[src/rtl/scd_pkg.sv]
`timescale 1ns / 1ps
// ----------------------------------------------------------------------------
// scd_pkg
// Types and constants shared by the scan-line class transition detector.
// ----------------------------------------------------------------------------
package scd_pkg;

  localparam int CLS_W  = 3;
  localparam int CRD_W  = 12;
  localparam int PIX_W  = 11;
  localparam int MASK_W = 8;
  localparam int KIND_W = 2;
  localparam int IDX_W  = 2;

  localparam int QDEPTH = 4;
  localparam int QPTR_W = $clog2(QDEPTH);
  localparam int QCNT_W = $clog2(QDEPTH + 1);

  // flag positions in a word's record set, in output order
  localparam int FL_POINT = 0;
  localparam int FL_END   = 1;
  localparam int FL_START = 2;
  localparam int FL_CLOSE = 3;
  localparam int FL_N     = 4;

  typedef enum logic [IDX_W-1:0] {
    REG_POINT_MASK      = 2'd0,
    REG_TRANSITION_MASK = 2'd1,
    REG_FIRST_ONLY_MASK = 2'd2,
    REG_IGNORE_CLASS    = 2'd3
  } reg_idx_t;

  typedef enum logic [KIND_W-1:0] {
    KIND_POINT = 2'd0,
    KIND_START = 2'd1,
    KIND_END   = 2'd2
  } kind_t;

  typedef struct packed {
    logic [MASK_W-1:0] point_mask;
    logic [MASK_W-1:0] transition_mask;
    logic [MASK_W-1:0] first_only_mask;
    logic [CLS_W-1:0]  ignore_class;
  } cfg_t;

  typedef struct packed {
    logic [FL_N-1:0]  flags;
    logic [CLS_W-1:0] cls;
    logic [CLS_W-1:0] ahead;
    logic [CLS_W-1:0] behind;
    logic [CLS_W-1:0] old;
    logic [CLS_W-1:0] ign;
    logic             bfc;
    logic [CRD_W-1:0] p_x;
    logic [CRD_W-1:0] p_y;
    logic [CRD_W-1:0] r_x;
    logic [CRD_W-1:0] r_y;
    logic [CRD_W-1:0] n_x;
    logic [CRD_W-1:0] n_y;
  } bun_t;

  typedef struct packed {
    logic              full;
    logic              empty;
    logic [QCNT_W-1:0] count;
  } qstat_t;

  typedef struct packed {
    kind_t            kind;
    logic [CLS_W-1:0] owner;
    logic [CLS_W-1:0] from_c;
    logic [CLS_W-1:0] to_c;
    logic [CLS_W-1:0] nb;
    logic [CRD_W-1:0] fx;
    logic [CRD_W-1:0] fy;
    logic [CRD_W-1:0] tx;
    logic [CRD_W-1:0] ty;
    logic             first;
    logic             last;
  } rec_t;

endpackage

[src/rtl/scd_front.sv]
`timescale 1ns / 1ps
// ----------------------------------------------------------------------------
// scd_front
// Takes pixel words, tracks line state and decides which records each
// pixel makes; hands a record set to the queue.
// ----------------------------------------------------------------------------
module scd_front #(
  parameter int NUM_CLASSES = 8,
  parameter int COORD_BITS  = 12
) (
  input  logic                       clk,
  input  logic                       rst,
  input  scd_pkg::cfg_t              cfg,
  input  logic                       accept,
  input  logic [scd_pkg::CLS_W-1:0]  pixel_class,
  input  logic [scd_pkg::CLS_W-1:0]  ahead_class,
  input  logic [scd_pkg::CLS_W-1:0]  behind_class,
  input  logic [scd_pkg::PIX_W-1:0]  pos_x,
  input  logic [scd_pkg::PIX_W-1:0]  pos_y,
  input  logic [scd_pkg::CRD_W-1:0]  back_x,
  input  logic [scd_pkg::CRD_W-1:0]  back_y,
  input  logic [scd_pkg::CRD_W-1:0]  next_x,
  input  logic [scd_pkg::CRD_W-1:0]  next_y,
  input  logic                       line_end,
  output scd_pkg::bun_t              bundle,
  output logic                       bundle_push
);
  import scd_pkg::*;

  localparam logic [CRD_W-1:0] CMASK =
    (COORD_BITS >= CRD_W) ? {CRD_W{1'b1}} : CRD_W'((1 << COORD_BITS) - 1);

  function automatic logic has_bit(input logic [MASK_W-1:0] m, input logic [CLS_W-1:0] c);
    has_bit = (int'(c) < NUM_CLASSES) && m[c];
  endfunction

  logic [CLS_W-1:0]  previous_class, previous_class_next;
  logic [CRD_W-1:0]  previous_x, previous_x_next;
  logic [CRD_W-1:0]  previous_y, previous_y_next;
  logic              before_first_change, before_first_change_next;
  logic              line_starting, line_starting_next;
  logic [MASK_W-1:0] seen_end_mask, seen_end_mask_next;

  logic [CLS_W-1:0]  pc;
  logic [CRD_W-1:0]  rx, ry, px, py;
  logic [MASK_W-1:0] seen0, seen1;
  logic              bfc0, chg, f_point, f_end, f_start, f_close;

  always_comb begin
    pc    = line_starting ? cfg.ignore_class : previous_class;
    rx    = line_starting ? (back_x & CMASK) : previous_x;
    ry    = line_starting ? (back_y & CMASK) : previous_y;
    seen0 = line_starting ? '0 : seen_end_mask;
    bfc0  = line_starting | before_first_change;
    px    = CRD_W'(pos_x) & CMASK;
    py    = CRD_W'(pos_y) & CMASK;

    chg     = pixel_class != pc;
    f_point = has_bit(cfg.point_mask, pixel_class);
    f_end   = chg && has_bit(cfg.transition_mask, pc) &&
              !(has_bit(seen0, pc) && has_bit(cfg.first_only_mask, pc));
    seen1   = seen0 | (f_end ? (MASK_W'(1) << pc) : '0);
    f_start = chg && has_bit(cfg.transition_mask, pixel_class) &&
              !(has_bit(seen1, pixel_class) && has_bit(cfg.first_only_mask, pixel_class));
    f_close = line_end && has_bit(cfg.transition_mask, pixel_class) &&
              !(has_bit(seen1, pixel_class) && has_bit(cfg.first_only_mask, pixel_class));

    if (line_end) begin
      previous_class_next      = cfg.ignore_class;
      seen_end_mask_next       = '0;
      before_first_change_next = 1'b1;
      line_starting_next       = 1'b1;
    end else begin
      previous_class_next      = pixel_class;
      seen_end_mask_next       = seen1;
      before_first_change_next = bfc0 & ~chg;
      line_starting_next       = 1'b0;
    end
    previous_x_next = px;
    previous_y_next = py;

    bundle.flags           = '0;
    bundle.flags[FL_POINT] = f_point;
    bundle.flags[FL_END]   = f_end;
    bundle.flags[FL_START] = f_start;
    bundle.flags[FL_CLOSE] = f_close;
    bundle.cls    = pixel_class;
    bundle.ahead  = ahead_class;
    bundle.behind = behind_class;
    bundle.old    = pc;
    bundle.ign    = cfg.ignore_class;
    bundle.bfc    = bfc0;
    bundle.p_x    = px;
    bundle.p_y    = py;
    bundle.r_x    = rx;
    bundle.r_y    = ry;
    bundle.n_x    = next_x & CMASK;
    bundle.n_y    = next_y & CMASK;
    bundle_push   = accept && (f_point || f_end || f_start || f_close);
  end

  always_ff @(posedge clk) begin
    if (rst) begin
      previous_class      <= '0;
      previous_x          <= '0;
      previous_y          <= '0;
      before_first_change <= 1'b1;
      line_starting       <= 1'b1;
      seen_end_mask       <= '0;
    end else if (accept) begin
      previous_class      <= previous_class_next;
      previous_x          <= previous_x_next;
      previous_y          <= previous_y_next;
      before_first_change <= before_first_change_next;
      line_starting       <= line_starting_next;
      seen_end_mask       <= seen_end_mask_next;
    end
  end

endmodule

[src/rtl/scd_queue.sv]
`timescale 1ns / 1ps
// ----------------------------------------------------------------------------
// scd_queue
// Short queue of record sets between the front and the back.
// ----------------------------------------------------------------------------
module scd_queue (
  input  logic           clk,
  input  logic           rst,
  input  logic           push,
  input  scd_pkg::bun_t  wr_data,
  input  logic           pop,
  output scd_pkg::bun_t  head,
  output scd_pkg::qstat_t stat
);
  import scd_pkg::*;

  localparam logic [QPTR_W-1:0] PTR_LAST = QPTR_W'(QDEPTH - 1);

  bun_t              mem [QDEPTH];
  logic [QPTR_W-1:0] wr_ptr, rd_ptr;
  logic [QCNT_W-1:0] count;
  logic              do_push, do_pop;

  assign stat.full  = count == QCNT_W'(QDEPTH);
  assign stat.empty = count == '0;
  assign stat.count = count;
  assign head       = mem[rd_ptr];
  assign do_push    = push && !stat.full;
  assign do_pop     = pop && !stat.empty;

  always_ff @(posedge clk) begin
    if (do_push) begin
      mem[wr_ptr] <= wr_data;
    end
  end

  always_ff @(posedge clk) begin
    if (rst) begin
      wr_ptr <= '0;
      rd_ptr <= '0;
      count  <= '0;
    end else begin
      if (do_push) begin
        wr_ptr <= (wr_ptr == PTR_LAST) ? '0 : wr_ptr + 1'b1;
      end
      if (do_pop) begin
        rd_ptr <= (rd_ptr == PTR_LAST) ? '0 : rd_ptr + 1'b1;
      end
      if (do_push && !do_pop) begin
        count <= count + 1'b1;
      end else if (do_pop && !do_push) begin
        count <= count - 1'b1;
      end
    end
  end

endmodule

[src/rtl/scd_back.sv]
`timescale 1ns / 1ps
// ----------------------------------------------------------------------------
// scd_back
// Holds one record set and hands its records out one word per pop.
// ----------------------------------------------------------------------------
module scd_back (
  input  logic          clk,
  input  logic          rst,
  input  scd_pkg::bun_t q_head,
  input  logic          q_empty,
  output logic          q_pop,
  input  logic          pop,
  output logic          empty,
  output scd_pkg::rec_t rec
);
  import scd_pkg::*;

  bun_t            cur;
  logic [FL_N-1:0] rem, rem_next, sel;
  logic            take;

  always_comb begin
    sel      = rem & (~rem + 1'b1);
    rem_next = rem & ~sel;
    empty    = rem == '0;
    take     = pop && !empty;
    q_pop    = !q_empty && (empty || (take && rem_next == '0));

    rec.last = rem_next == '0;
    if (sel[FL_POINT]) begin
      rec.kind   = KIND_POINT;
      rec.owner  = cur.cls;
      rec.from_c = cur.cls;
      rec.to_c   = cur.cls;
      rec.nb     = '0;
      rec.fx     = cur.p_x;
      rec.fy     = cur.p_y;
      rec.tx     = cur.p_x;
      rec.ty     = cur.p_y;
      rec.first  = 1'b0;
    end else if (sel[FL_END]) begin
      rec.kind   = KIND_END;
      rec.owner  = cur.old;
      rec.from_c = cur.old;
      rec.to_c   = cur.cls;
      rec.nb     = cur.ahead;
      rec.fx     = cur.r_x;
      rec.fy     = cur.r_y;
      rec.tx     = cur.p_x;
      rec.ty     = cur.p_y;
      rec.first  = cur.bfc;
    end else if (sel[FL_START]) begin
      rec.kind   = KIND_START;
      rec.owner  = cur.cls;
      rec.from_c = cur.old;
      rec.to_c   = cur.cls;
      rec.nb     = cur.behind;
      rec.fx     = cur.r_x;
      rec.fy     = cur.r_y;
      rec.tx     = cur.p_x;
      rec.ty     = cur.p_y;
      rec.first  = cur.bfc;
    end else begin
      // closing END of the line
      rec.kind   = KIND_END;
      rec.owner  = cur.cls;
      rec.from_c = cur.cls;
      rec.to_c   = cur.ign;
      rec.nb     = cur.ign;
      rec.fx     = cur.p_x;
      rec.fy     = cur.p_y;
      rec.tx     = cur.n_x;
      rec.ty     = cur.n_y;
      rec.first  = 1'b1;
    end
  end

  always_ff @(posedge clk) begin
    if (q_pop) begin
      cur <= q_head;
    end
  end

  always_ff @(posedge clk) begin
    if (rst) begin
      rem <= '0;
    end else if (q_pop) begin
      rem <= q_head.flags;
    end else if (take) begin
      rem <= rem_next;
    end
  end

endmodule

[src/rtl/scanline_class_transition_detector.sv]
`timescale 1ns / 1ps
// ----------------------------------------------------------------------------
// scanline_class_transition_detector
// Emits point and start/end transition records for classified scan-line
// pixels under per-class masks.
// ----------------------------------------------------------------------------
// One pixel word is taken per cycle while full is low; the front decides in
// that cycle which records (point, END, START, closing END, at most four)
// the pixel makes and pushes them as one set into a four-entry queue. The
// back hands out one record word per cycle while pop is high, so pixels
// that make more than one record slow the input; the queue absorbs
// bursts. With the queue and the back empty, a pixel's record set is
// written into the queue and then loaded into the back, which shows its
// first record. Pixels that make no record never enter the queue.
// Configuration registers are written through wr_en, wr_index and wr_data.
module scanline_class_transition_detector #(
  parameter int NUM_CLASSES = 8,
  parameter int COORD_BITS  = 12
) (
  input  logic                               clk,
  input  logic                               rst,
  input  logic                               wr_en,
  input  logic [scd_pkg::IDX_W-1:0]          wr_index,
  input  logic [scd_pkg::MASK_W-1:0]         wr_data,
  input  logic                               push,
  output logic                               full,
  input  logic [scd_pkg::CLS_W-1:0]          pixel_class,
  input  logic [scd_pkg::CLS_W-1:0]          ahead_class,
  input  logic [scd_pkg::CLS_W-1:0]          behind_class,
  input  logic [scd_pkg::PIX_W-1:0]          pos_x,
  input  logic [scd_pkg::PIX_W-1:0]          pos_y,
  input  logic signed [scd_pkg::CRD_W-1:0]   back_x,
  input  logic signed [scd_pkg::CRD_W-1:0]   back_y,
  input  logic signed [scd_pkg::CRD_W-1:0]   next_x,
  input  logic signed [scd_pkg::CRD_W-1:0]   next_y,
  input  logic                               line_end,
  output logic                               empty,
  input  logic                               pop,
  output logic [scd_pkg::KIND_W-1:0]         record_kind,
  output logic [scd_pkg::CLS_W-1:0]          owner_class,
  output logic [scd_pkg::CLS_W-1:0]          from_class,
  output logic [scd_pkg::CLS_W-1:0]          to_class,
  output logic [scd_pkg::CLS_W-1:0]          neighbor_class,
  output logic signed [scd_pkg::CRD_W-1:0]   from_x,
  output logic signed [scd_pkg::CRD_W-1:0]   from_y,
  output logic signed [scd_pkg::CRD_W-1:0]   to_x,
  output logic signed [scd_pkg::CRD_W-1:0]   to_y,
  output logic                               first_flag,
  output logic                               last_of_run
);
  import scd_pkg::*;

  cfg_t   cfg;
  bun_t   f_bundle, q_head;
  logic   f_push, q_pop, accept;
  qstat_t q_stat;
  rec_t   rec;

  always_ff @(posedge clk) begin
    if (rst) begin
      cfg <= '0;
    end else if (wr_en) begin
      unique case (reg_idx_t'(wr_index))
        REG_POINT_MASK:      cfg.point_mask      <= wr_data;
        REG_TRANSITION_MASK: cfg.transition_mask <= wr_data;
        REG_FIRST_ONLY_MASK: cfg.first_only_mask <= wr_data;
        REG_IGNORE_CLASS:    cfg.ignore_class    <= wr_data[CLS_W-1:0];
        default:             cfg                 <= cfg;
      endcase
    end
  end

  assign full   = q_stat.full;
  assign accept = push && !full;

  scd_front #(
    .NUM_CLASSES(NUM_CLASSES),
    .COORD_BITS (COORD_BITS)
  ) u_front (
    .clk         (clk),
    .rst         (rst),
    .cfg         (cfg),
    .accept      (accept),
    .pixel_class (pixel_class),
    .ahead_class (ahead_class),
    .behind_class(behind_class),
    .pos_x       (pos_x),
    .pos_y       (pos_y),
    .back_x      (back_x),
    .back_y      (back_y),
    .next_x      (next_x),
    .next_y      (next_y),
    .line_end    (line_end),
    .bundle      (f_bundle),
    .bundle_push (f_push)
  );

  scd_queue u_queue (
    .clk    (clk),
    .rst    (rst),
    .push   (f_push),
    .wr_data(f_bundle),
    .pop    (q_pop),
    .head   (q_head),
    .stat   (q_stat)
  );

  scd_back u_back (
    .clk    (clk),
    .rst    (rst),
    .q_head (q_head),
    .q_empty(q_stat.empty),
    .q_pop  (q_pop),
    .pop    (pop),
    .empty  (empty),
    .rec    (rec)
  );

  assign record_kind    = rec.kind;
  assign owner_class    = rec.owner;
  assign from_class     = rec.from_c;
  assign to_class       = rec.to_c;
  assign neighbor_class = rec.nb;
  assign from_x         = rec.fx;
  assign from_y         = rec.fy;
  assign to_x           = rec.tx;
  assign to_y           = rec.ty;
  assign first_flag     = rec.first;
  assign last_of_run    = rec.last;

  a_queue_feeds_back: assert property (@(posedge clk) disable iff (rst)
    !q_stat.empty |=> !empty)
    else $error("queued record set not moved to output");

  a_point_not_first: assert property (@(posedge clk) disable iff (rst)
    (!empty && record_kind == KIND_POINT) |-> !first_flag)
    else $error("point record carries first flag");

  a_count_bound: assert property (@(posedge clk) disable iff (rst)
    q_stat.count <= QCNT_W'(QDEPTH))
    else $error("queue count beyond depth");

endmodule

[config.mk]
export PLATFORM = sky130hd
export DESIGN_NAME = scanline_class_transition_detector
export DESIGN_NICKNAME = d
export VERILOG_FILES = /design/src/rtl/scd_pkg.sv /design/src/rtl/scd_front.sv /design/src/rtl/scd_queue.sv /design/src/rtl/scd_back.sv /design/src/rtl/scanline_class_transition_detector.sv
export SDC_FILE = /design/constraint.sdc
export NUM_CORES = 1
export LEC_CHECK = 0
export BUFFER_PORTS_ARGS = -buffer_cell sky130_fd_sc_hd__buf_2
export CAP_MARGIN = 20
export CORE_UTILIZATION = 35
export CTS_BUF_LIST = sky130_fd_sc_hd__clkbuf_4 sky130_fd_sc_hd__clkbuf_8
export CTS_CLUSTER_DIAMETER = 200
export DETAILED_ROUTE_END_ITERATION = 10
export PLACE_DENSITY = 0.48
export SYNTH_ARGS = -nofsm -noshare
export SYNTH_HDL_FRONTEND = slang
export SYNTH_HIERARCHICAL = 1
export SYNTH_SLANG_ARGS = --single-unit
[constraint.sdc]
create_clock -name clk -period 7.2 [get_ports clk]
set_input_delay 0.36 -clock clk [delete_from_list [all_inputs] [get_ports clk]]
set_output_delay 0.36 -clock clk [all_outputs]
set_load 0.02 [all_outputs]
==> impl_metrics.env, run 1 <==
export IMPL_outcome="finished, final reports clean"
export IMPL_dp_hpwl_um=29000
export IMPL_final_nets=1484
export IMPL_place_gp_congestion=0.809
export IMPL_grt_ovfl_total=0
export IMPL_critPathMaxStageDelay_ns=0.88
export IMPL_via_per_inst=4.83
export IMPL_io_pin_count=161
export IMPL_core_area_sq_mm=0.0595
export IMPL_cts_max_level=3
export IMPL_powerDensity_mw_per_mm2=380
export IMPL_grt_pass1_wl_um=73200
export IMPL_routed_wl_met3_um=1880
export IMPL_async_flop_share_pct=0
export IMPL_track_usage_pct=15.9
export IMPL_diodes=0
export IMPL_arrival_ns=4.94
export IMPL_synth_area_leaders="edfxtp_1, mux4_2, dfxtp_1"
export IMPL_skew_ns=0.0269
export IMPL_wl_met2_um=24300
export IMPL_die_h_um=248
export IMPL_grt_max_degree=79
export IMPL_period_share_pct=64.5
export IMPL_slowest_stage="and3_4"
export IMPL_maxCapViolations=0
export IMPL_synth_commonest_cells="edfxtp_1, mux4_2, nand2_1"
export IMPL_p_leak_nw=8.72
export IMPL_first_pass_iters=5
export IMPL_report_final_slew_viol_count=0
export IMPL_syn_to_final_growth_pct=16.7
export IMPL_rsz0062_at_grt="false"
export IMPL_antenna_found_initial=0
export IMPL_fmax_ghz=0.215
export IMPL_postRouteAntennaNets=0
export IMPL_yosys_area_top_type="edfxtp_1"
export IMPL_cts_root_buf="clkbuf_8"
export IMPL_cts_setup_buffers=0
export IMPL_drive_gt1_share_pct=34.5
export IMPL_top_layer="met4"
export IMPL_cp_required_ns=7.50
export IMPL_max_slew_margin_pct=34.5
export IMPL_rows=89
export IMPL_clock_sinks=531
export IMPL_yosysMostFrequentCell="edfxtp_1"
export IMPL_ys_ff_latch=531
export IMPL_min_period_ns=4.64
export IMPL_cts_path_max_buffers=3
export IMPL_synth_edff_count=456
export IMPL_drc=0
export IMPL_die_area_sq_mm=0.0617
export IMPL_initialDrtViolationCount=638
export IMPL_finalHoldViolCount=0
export IMPL_grt_pass1_vias=11774
export IMPL_endpoint_kind="flip-flop"
export IMPL_io_buffer_count=160
export IMPL_hp_class="in2reg"
export IMPL_hold_worst_slack_ns=0.0530
export IMPL_drt_total_wl_um=48200
export IMPL_initial_core_util_pct=35.7
export IMPL_synth_top_cell_area_share_pct=64.4
export IMPL_vias=10776
export IMPL_wl_met1_um=21300
export IMPL_ir_drop_mv=0.218
export IMPL_path_clk_slew_ns=0.06
export IMPL_yosysUniqueCellTypes=61
export IMPL_critPathTopFamily="simple AND/OR/NAND/NOR gates"
export IMPL_cp_start_kind="flip-flop"
export IMPL_crit_chain="buf_12, mux2i_4, mux2i_1, or4_1, o21ai_2, nor4_4, o21a_1, and3_4, buf_4"
export IMPL_path_buf_inv=2
export IMPL_worst_slack_ns=2.56
export IMPL_dp_slack_ns=2.13
export IMPL_cts_tree="built"
export IMPL_syn_area_per_cell_sq_um=18.0
export IMPL_routedWlPerCell_um=21.6
export IMPL_path_max_fanout=52
export IMPL_setup_viol=0
export IMPL_worst_pin_slew_ns=0.982
export IMPL_clk_latency_ns=0.66
export IMPL_synth_warnings=6
export IMPL_fin_setup_tns_ns=0
export IMPL_seq_area_frac_synth_pct=71.5
export IMPL_synth_area_sq_mm=0.0213
export IMPL_synth_cells=1180
export IMPL_cts_buffers=90
export IMPL_die_w_um=248
export IMPL_p_total_mw=9.43
export IMPL_worstSetupPathType="reg2reg"
export IMPL_ys_flop_type="edfxtp_1"
layout make-up:
class                      count  area, sq um
inverter                      16         78.8
tap                          773          967
clock buffer                 148         1740
sequential                   531        15200
clock inverter                19         98.8
fill                        5447        34700
multi-input combinational    510         5190
timing repair buffer         233         1540
final timing paths:
kind | cells after the start | from | slack, ns | endpoint
min | 3 | wr_data[6] | 0.05 | cfg[17]
min reg2reg | 2 | cfg[19] | 0.47 | cfg[19]
max reg2reg | 9 | u_front/line_starting | 2.56 | u_queue/mem[3][82]
max | 9 | u_front/line_starting | 2.56 | u_queue/mem[3][82]
registers in the layout (all words and copies together) (netlist names), named ones only:
name / cells
u_queue/rd_ptr: 2
u_queue/wr_ptr: 2
u_back/rem: 4
u_front/before_first_change: 1
u_front/line_starting: 1
u_back/cur: 88
u_front/seen_end_mask: 8
u_front/previous_y: 11
cfg: 27
u_queue/count: 3
u_queue/mem: 368
u_front/previous_x: 11
u_front/previous_class: 3
logic make-up (layout without fill, tap and decap cells):
kind of cell	count (synthesis)	after routing	share of synthesized area (%)
AOI/OAI and AO/OA	51	51	1.77
xor gates and xnor gates	5	5	0.206
adders and majority gates	8	8	0.500
buffers and inverters	140	416	4.36
DFF	531	531	71.5
muxes	219	219	16.6
other	1	2	0.0176
and+or+nand+nor	225	225	5.01
stage by stage:
stage / cell area [sq um] / cells / util (%)
after floorplan: 21300 / 1181 / -
after global placement: 22400 / 2006 / 37.6
after detailed placement: 22400 / 2006 / 37.6
after CTS: 24700 / 2227 / 41.6
after global routing: 24800 / 2230 / 41.7
final: 24800 / 2230 / 41.7
worst min-delay path, cell delays in order:
cell      delay, ns
buf_2          0.08
nand2b_1       0.09
mux2i_1        0.12
power breakdown:
group          switching, mW  internal, mW  total (mW)
sequential             0.212          3.91        4.13
combinational           1.66         0.969        2.62
clock                   1.16          1.52        2.68
total                   3.03          6.40        9.43
per-layer routing:
layer / track usage (%) / vias up
met5: 0 / -
met4: 4.12 / 0
met3: 3.39 / 58
met2: 27.0 / 233
met1: 20.7 / 5582
li1: - / 4903
repair_timing:
item,in CTS,in global routing
endpoints found under the hold margin,226,0
hold buffers,54,0
gates resized for setup,0,0
placed cells by master (no fill, tap or decap), drive strengths merged, types with 17 or more instances in the layout:
cell / n
nand2b: 39
mux4: 97
edfxtp: 456
nand2: 93
mux2: 55
nor2: 51
mux2i: 67
clkinv: 17
dlygate4sd3: 54
buf: 179
clkbuf: 148
dfxtp: 75
No activity file was read; power rests on OpenSTA's default activity.
==> run 2: changes to the inputs <==
- ABC_AREA: default -> 1
- PLACE_DENSITY: 0.48 -> 0.5
- clock period: 7.2 -> 3.95 ns (I/O delays scaled with it)
==> impl_metrics.env, run 2 <==
export IMPL_path_buf_inv=6
export IMPL_maxCapViolations=0
export IMPL_seq_area_frac_synth_pct=69.0
export IMPL_io_buffer_count=160
export IMPL_track_usage_pct=18.6
export IMPL_largest_register="u_queue/mem"
export IMPL_worst_slack_ns=0.377
export IMPL_fillers=6066
export IMPL_rsz0062_at_grt="false"
export IMPL_ir_drop_mv=0.694
export IMPL_postRouteAntennaNets=0
export IMPL_via_per_inst=4.89
export IMPL_synth_edff_count=456
export IMPL_cts_buffers=91
export IMPL_die_h_um=253
export IMPL_synth_cells=1976
export IMPL_yosysMostFrequentCell="edfxtp_1"
export IMPL_vias=15186
export IMPL_path_clk_slew_ns=0.06
export IMPL_drc=0
export IMPL_grt_pass1_vias=15020
export IMPL_endpoint_kind="flip-flop"
export IMPL_cts_path_max_buffers=3
export IMPL_grt_max_degree=185
export IMPL_initialDrtViolationCount=1065
export IMPL_syn_area_per_cell_sq_um=11.2
export IMPL_drt_total_wl_um=59600
export IMPL_rows=91
export IMPL_skew_ns=0.0325
export IMPL_yosys_area_top_type="edfxtp_1"
export IMPL_dp_hpwl_um=34800
export IMPL_ys_flop_type="edfxtp_1"
export IMPL_io_pin_count=161
export IMPL_async_flop_share_pct=0
export IMPL_cts_max_level=3
export IMPL_cp_start_kind="flip-flop"
export IMPL_fmax_ghz=0.280
export IMPL_antenna_found_initial=3
export IMPL_cp_common_cell="nand2_1"
export IMPL_period_share_pct=90.5
export IMPL_first_pass_iters=5
export IMPL_place_gp_congestion=0.839
export IMPL_die_w_um=253
export IMPL_min_period_ns=3.57
export IMPL_multi_input_area_sq_mm=0.00538
export IMPL_critPathMaxStageDelay_ns=0.38
export IMPL_synth_commonest_cells="edfxtp_1, nand2_1, nor2_1"
export IMPL_core_area_sq_mm=0.0619
export IMPL_path_max_fanout=14
export IMPL_powerDensity_mw_per_mm2=787
export IMPL_arrival_ns=4.13
export IMPL_largest_register_ffs=368
export IMPL_worstSetupPathType="reg2reg"
export IMPL_hp_class="in2reg"
export IMPL_final_common_cell="edfxtp_1"
export IMPL_yosysUniqueCellTypes=44
export IMPL_hold_worst_slack_ns=0.277
export IMPL_grt_pass1_wl_um=89200
export IMPL_cts_root_buf="clkbuf_8"
export IMPL_max_slew_margin_pct=32.7
export IMPL_drive_gt1_share_pct=16.7
export IMPL_syn_to_final_growth_pct=18.6
export IMPL_postLayoutCoreUtil_pct=42.2
export IMPL_layout_cells_non_filler=3108
export IMPL_routedWlPerCell_um=19.2
export IMPL_synth_area_leaders="edfxtp_1, nand2_1, dfxtp_1"
export IMPL_die_area_sq_mm=0.0640
export IMPL_initial_core_util_pct=35.6
export IMPL_synth_warnings=6
export IMPL_slowest_stage="fa_1"
export IMPL_regArea_sq_mm=0.0152
export IMPL_report_final_slew_viol_count=0
export IMPL_clock_sinks=531
export IMPL_largestRegisters="u_queue/mem x368, u_back/cur x88, cfg x27"
export IMPL_finalHoldViolCount=0
export IMPL_grt_ovfl_total=0
export IMPL_outcome="finished, final reports clean"
export IMPL_cts_setup_buffers=0
export IMPL_worst_pin_slew_ns=1.01
export IMPL_synth_area_sq_mm=0.0220
export IMPL_dp_slack_ns=0.397
export IMPL_setup_viol=0
export IMPL_synth_top_cell_area_share_pct=62.1
export IMPL_cp_required_ns=4.51
export IMPL_ys_ff_latch=531
export IMPL_critPathTopFamily="simple AND/OR/NAND/NOR gates"
export IMPL_cts_tree="built"
export IMPL_layout_common_cells="edfxtp_1, nand2_1, nor2_1, buf_2, o21ai_0"
export IMPL_dp_cells=2838
export IMPL_final_nets=2292
export IMPL_clk_latency_ns=0.69
export IMPL_p_leak_nw=10.0
run 2: changes by cell type after synthesis, sizes merged, moves of 86 or more:
cell,change
nand2,+325
inv,+86
o22ai,+91
mux4,-97
nor2,+269
o21ai,+219
run 2: power breakdown:
group          switching (mW)  internal, mW
clock                    2.27          2.96
combinational            5.25          1.96
sequential              0.502          7.63
run 2: worst reg2reg max path, delay by kind of cell (launching register included):
kind,cells,cell delay (ns)
DFF,1,0.37
buffers and inverters,6,0.60
and+or+nand+nor,19,1.76
adders and majority gates,2,0.54
AOI/OAI and AO/OA,1,0.18
run 2: layout make-up:
class,count,area share [%]
diodes,2,0.0192
well taps,837,4.01
multi-input cells,1178,20.6
clock inverters,35,1.11
flip-flops and latches,531,58.2
inverters,103,1.50
repair buffers,285,8.25
clock buffers,137,6.33
run 2: metal layers:
metal	track usage, %	share of wire (%)	up-vias
met5	0	0.013	-
met4	5.78	2.1	2
met3	3.32	5.3	90
met2	32.0	50	420
met1	23.7	43	7465
li1	-	-	7209
run 2: worst paths after layout:
kind                                 start                        to  slack, ns  cells after the start
setup / recovery     u_front/line_starting          u_queue/count[2]       0.38                     28
hold / removal                   next_x[2]        u_queue/mem[0][14]       0.28                      2
setup reg to reg     u_front/line_starting          u_queue/count[2]       0.38                     28
hold reg to reg   u_front/seen_end_mask[6]  u_front/seen_end_mask[6]       0.47                      2
run 2: stage by stage:
| step | TNS, ns | power (mW) | cell area [sq um] |
|---|---|---|---|
| 2_1_floorplan | -319.36 | 12.7 | 22100 |
| 3_3_place_gp | 0 | 15.4 | 23200 |
| 3_5_place_dp | 0 | 15.5 | 23200 |
| 4_1_cts | 0 | 20.8 | 26100 |
| 5_1_grt | 0 | 21.7 | 26100 |
| 6_report | 0 | 20.6 | 26100 |
run 2: logic make-up (layout without fill, tap and decap cells):
logic type | Yosys count | count (layout) | share of synthesized area, %
other cells | 1 | 4 | 0.0170
simple gates | 802 | 802 | 14.7
fa+ha+maj | 7 | 7 | 0.432
compound gates | 365 | 365 | 9.03
buf+inv | 268 | 560 | 6.81
flops | 531 | 531 | 69.0
xor+xnor | 1 | 1 | 0.0398
mux | 1 | 1 | 0.0454
run 2: what timing repair did:
| item | in CTS | in global routing |
|---|---|---|
| hold buffers | 95 | 0 |
| resized for setup | 0 | 1 |
| endpoints found under the hold margin | 382 | 0 |
| endpoints found under the setup margin | 0 | 2 |
==> run 3: changes to the inputs <==
--- a/config.mk
+++ b/config.mk
@@ -14,3 +14,3 @@
 export DETAILED_ROUTE_END_ITERATION = 10
-export PLACE_DENSITY = 0.5
+export RECOVER_POWER = 25
 export SYNTH_ARGS = -nofsm -noshare
--- a/constraint.sdc
+++ b/constraint.sdc
@@ -3,2 +3,2 @@
 set_output_delay 0.1975 -clock clk [all_outputs]
-set_load 0.02 [all_outputs]
+set_load 0.01 [all_outputs]
==> impl_metrics.env, run 3 (synthesis gave the netlist of run 2 again) <==
export IMPL_outcome="finished with violations"
export IMPL_violations="capacitance limit, slew limit"
export IMPL_report_final_slew_viol_count=24
export IMPL_path_clk_slew_ns=0.06
export IMPL_hold_depth=3
export IMPL_swShare_pct=37.4
export IMPL_combPwrFrac_pct=33.7
export IMPL_startpoint="pixel_class[1]"
export IMPL_die_h_um=253
export IMPL_rsz0062_at_grt="false"
export IMPL_switchingPower_mw=7.25
export IMPL_powerDensity_mw_per_mm2=754
export IMPL_die_area_sq_mm=0.0640
export IMPL_maxCapViolations=1
export IMPL_worst_slack_ns=0.296
export IMPL_drive_gt1_share_pct=13.7
export IMPL_largest_register_ffs=368
export IMPL_initialDrtViolationCount=1305
export IMPL_final_common_cell="edfxtp_1"
export IMPL_clock_sinks=531
export IMPL_cts_tree="built"
export IMPL_antenna_found_initial=3
export IMPL_r2r_start="u_front/line_starting"
export IMPL_endpoint_kind="flip-flop"
export IMPL_via_per_inst=4.87
export IMPL_die_w_um=253
export IMPL_wl_met2_um=27800
export IMPL_core_area_sq_mm=0.0619
export IMPL_period_share_pct=92.5
export IMPL_drc=0
export IMPL_cp_required_ns=4.50
export IMPL_initial_core_util_pct=35.6
export IMPL_finalHoldViolCount=0
export IMPL_grt_ovfl_total=0
export IMPL_cts_root_buf="clkbuf_8"
export IMPL_largestRegisters="u_queue/mem x368, u_back/cur x88, cfg x27"
export IMPL_syn_to_final_growth_pct=16.6
export IMPL_worstRegToRegCells=25
export IMPL_r2r_end="u_queue/count[1]"
export IMPL_setup_viol=0
export IMPL_grt_max_degree=185
export IMPL_hp_class="in2reg"
export IMPL_layout_common_cells="edfxtp_1, nand2_1, nor2_1, o21ai_0, buf_2"
export IMPL_max_slew_margin_pct=-0.340
export IMPL_path_max_fanout=13
export IMPL_io_pin_count=161
export IMPL_reg2reg_slack_ns=0.30
export IMPL_dp_hpwl_um=33500
export IMPL_largest_register="u_queue/mem"
export IMPL_grt_pass1_wl_um=85600
export IMPL_cts_max_level=3
export IMPL_dp_cells=2834
export IMPL_worst_pin_slew_ns=1.51
export IMPL_wl_met1_um=24100
export IMPL_routed_wl_met3_um=3490
export IMPL_ir_drop_mv=0.434
export IMPL_clockPowerShare_pct=24.5
export IMPL_min_period_ns=3.65
export IMPL_cp_start_kind="primary input"
export IMPL_place_gp_congestion=0.844
export IMPL_drt_total_wl_um=56900
export IMPL_vias=15025
export IMPL_grt_pass1_vias=14854
export IMPL_seq_power_share_pct=41.7
export IMPL_layout_cells_non_filler=3083
export IMPL_skew_ns=0.0425
export IMPL_cts_buffers=88
export IMPL_first_pass_iters=5
export IMPL_power_internal_mw=12.1
export IMPL_worstSetupPathType="in2reg"
export IMPL_final_nets=2282
export IMPL_p_leak_nw=9.72
export IMPL_clk_latency_ns=0.68
export IMPL_io_buffer_count=160
export IMPL_arrival_ns=4.21
export IMPL_postRouteAntennaNets=0
export IMPL_fmax_ghz=0.274
export IMPL_cts_path_max_buffers=3
export IMPL_track_usage_pct=17.8
export IMPL_top_layer="met5"
export IMPL_crit_end="u_queue/count[1]"
export IMPL_routedWlPerCell_um=18.5
export IMPL_rows=91
export IMPL_dp_slack_ns=0.169
-- run 3: cell count changes in the layout (fill, tap and decap cells not counted), sizes merged --
cell         previous run  this run
dlygate4sd3            95        93
buf                   190       130
clkinv                 29        21
bufinv                  4         1
inv                   102       104
diode                   2         1
clkinvlp                3         2
clkbuf                137       185
-- run 3: critical path, stage by stage --
cell and delay, ns:
dlygate4sd3_1 0.53, clkbuf_1 0.55, inv_1 0.40, nand2_1 0.16, nand2_1 0.07, nand3_2 0.10, nand2_2 0.07, nor2_4 0.18
nand3_1 0.15, nand3_1 0.12, nand3_1 0.08, nand2_1 0.09, nand2_1 0.07, nand3_1 0.12, nand3_1 0.10, nand2_1 0.07
inv_1 0.06, nand2_1 0.09, inv_1 0.05, ha_1 0.20, inv_1 0.09, fa_1 0.41, o21ai_0 0.18, nor2_1 0.05
-- run 3: layer usage --
metal | global-route usage (%) | vias up
met5 | 0 | -
met4 | 6.51 | 4
met3 | 3.65 | 99
met2 | 30.2 | 481
met1 | 22.2 | 7282
li1 | - | 7159
-- run 3: worst min-delay path by stage --
stage	from	to	slack [ns]
4_1_cts	wr_en	cfg[23]	0.004
3_3_place_gp	next_y[2]	u_queue/mem[0][2]	0.41
2_1_floorplan	rst	u_back/rem[0]	0.26
5_1_grt	wr_en	cfg[25]	0.03
6_report	wr_en	cfg[23]	0.05
3_5_place_dp	next_x[9]	u_queue/mem[3][21]	0.42
-- run 3: power groups by stage --
stage	sequential, mW	clock, mW	combinational [mW]
floorplan	8.03	0	4.14
finish	8.08	4.75	6.53
global route	8.18	5.11	7.18
CTS	8.09	4.86	6.64
global placement	8.18	0	6.44
detailed placement	8.20	0	6.55
-- run 3: area by class of cell --
type,instances,area (sq um)
inverter,103,393
timing repair buffer,278,1950
sequential,531,15200
tap,837,1050
antenna,1,2.50
clock buffer,130,1550
clock inverter,25,174
fill,5941,36200
multi-input combinational,1178,5380
-- run 3: timing repair --
action	CTS	global route
endpoints found under the setup margin	0	362
endpoints found under the hold margin	380	0
hold buffers	93	0
buffers inserted	0	0
gates resized for setup	0	1
-- run 3: metrics by stage --
stage               power (mW)  util [%]  setup TNS [ns]  instance area, sq um  hold slack [ns]
finish                    19.4      41.5               0                 25700           0.0498
global route              20.5      41.5               0                 25700           0.0255
CTS                       19.6      41.6               0                 25800          0.00438
detailed placement        14.8      37.3               0                 23100            0.416
global placement          14.6      37.3               0                 23100            0.411
floorplan                 12.2         -         -319.36                 22100            0.260
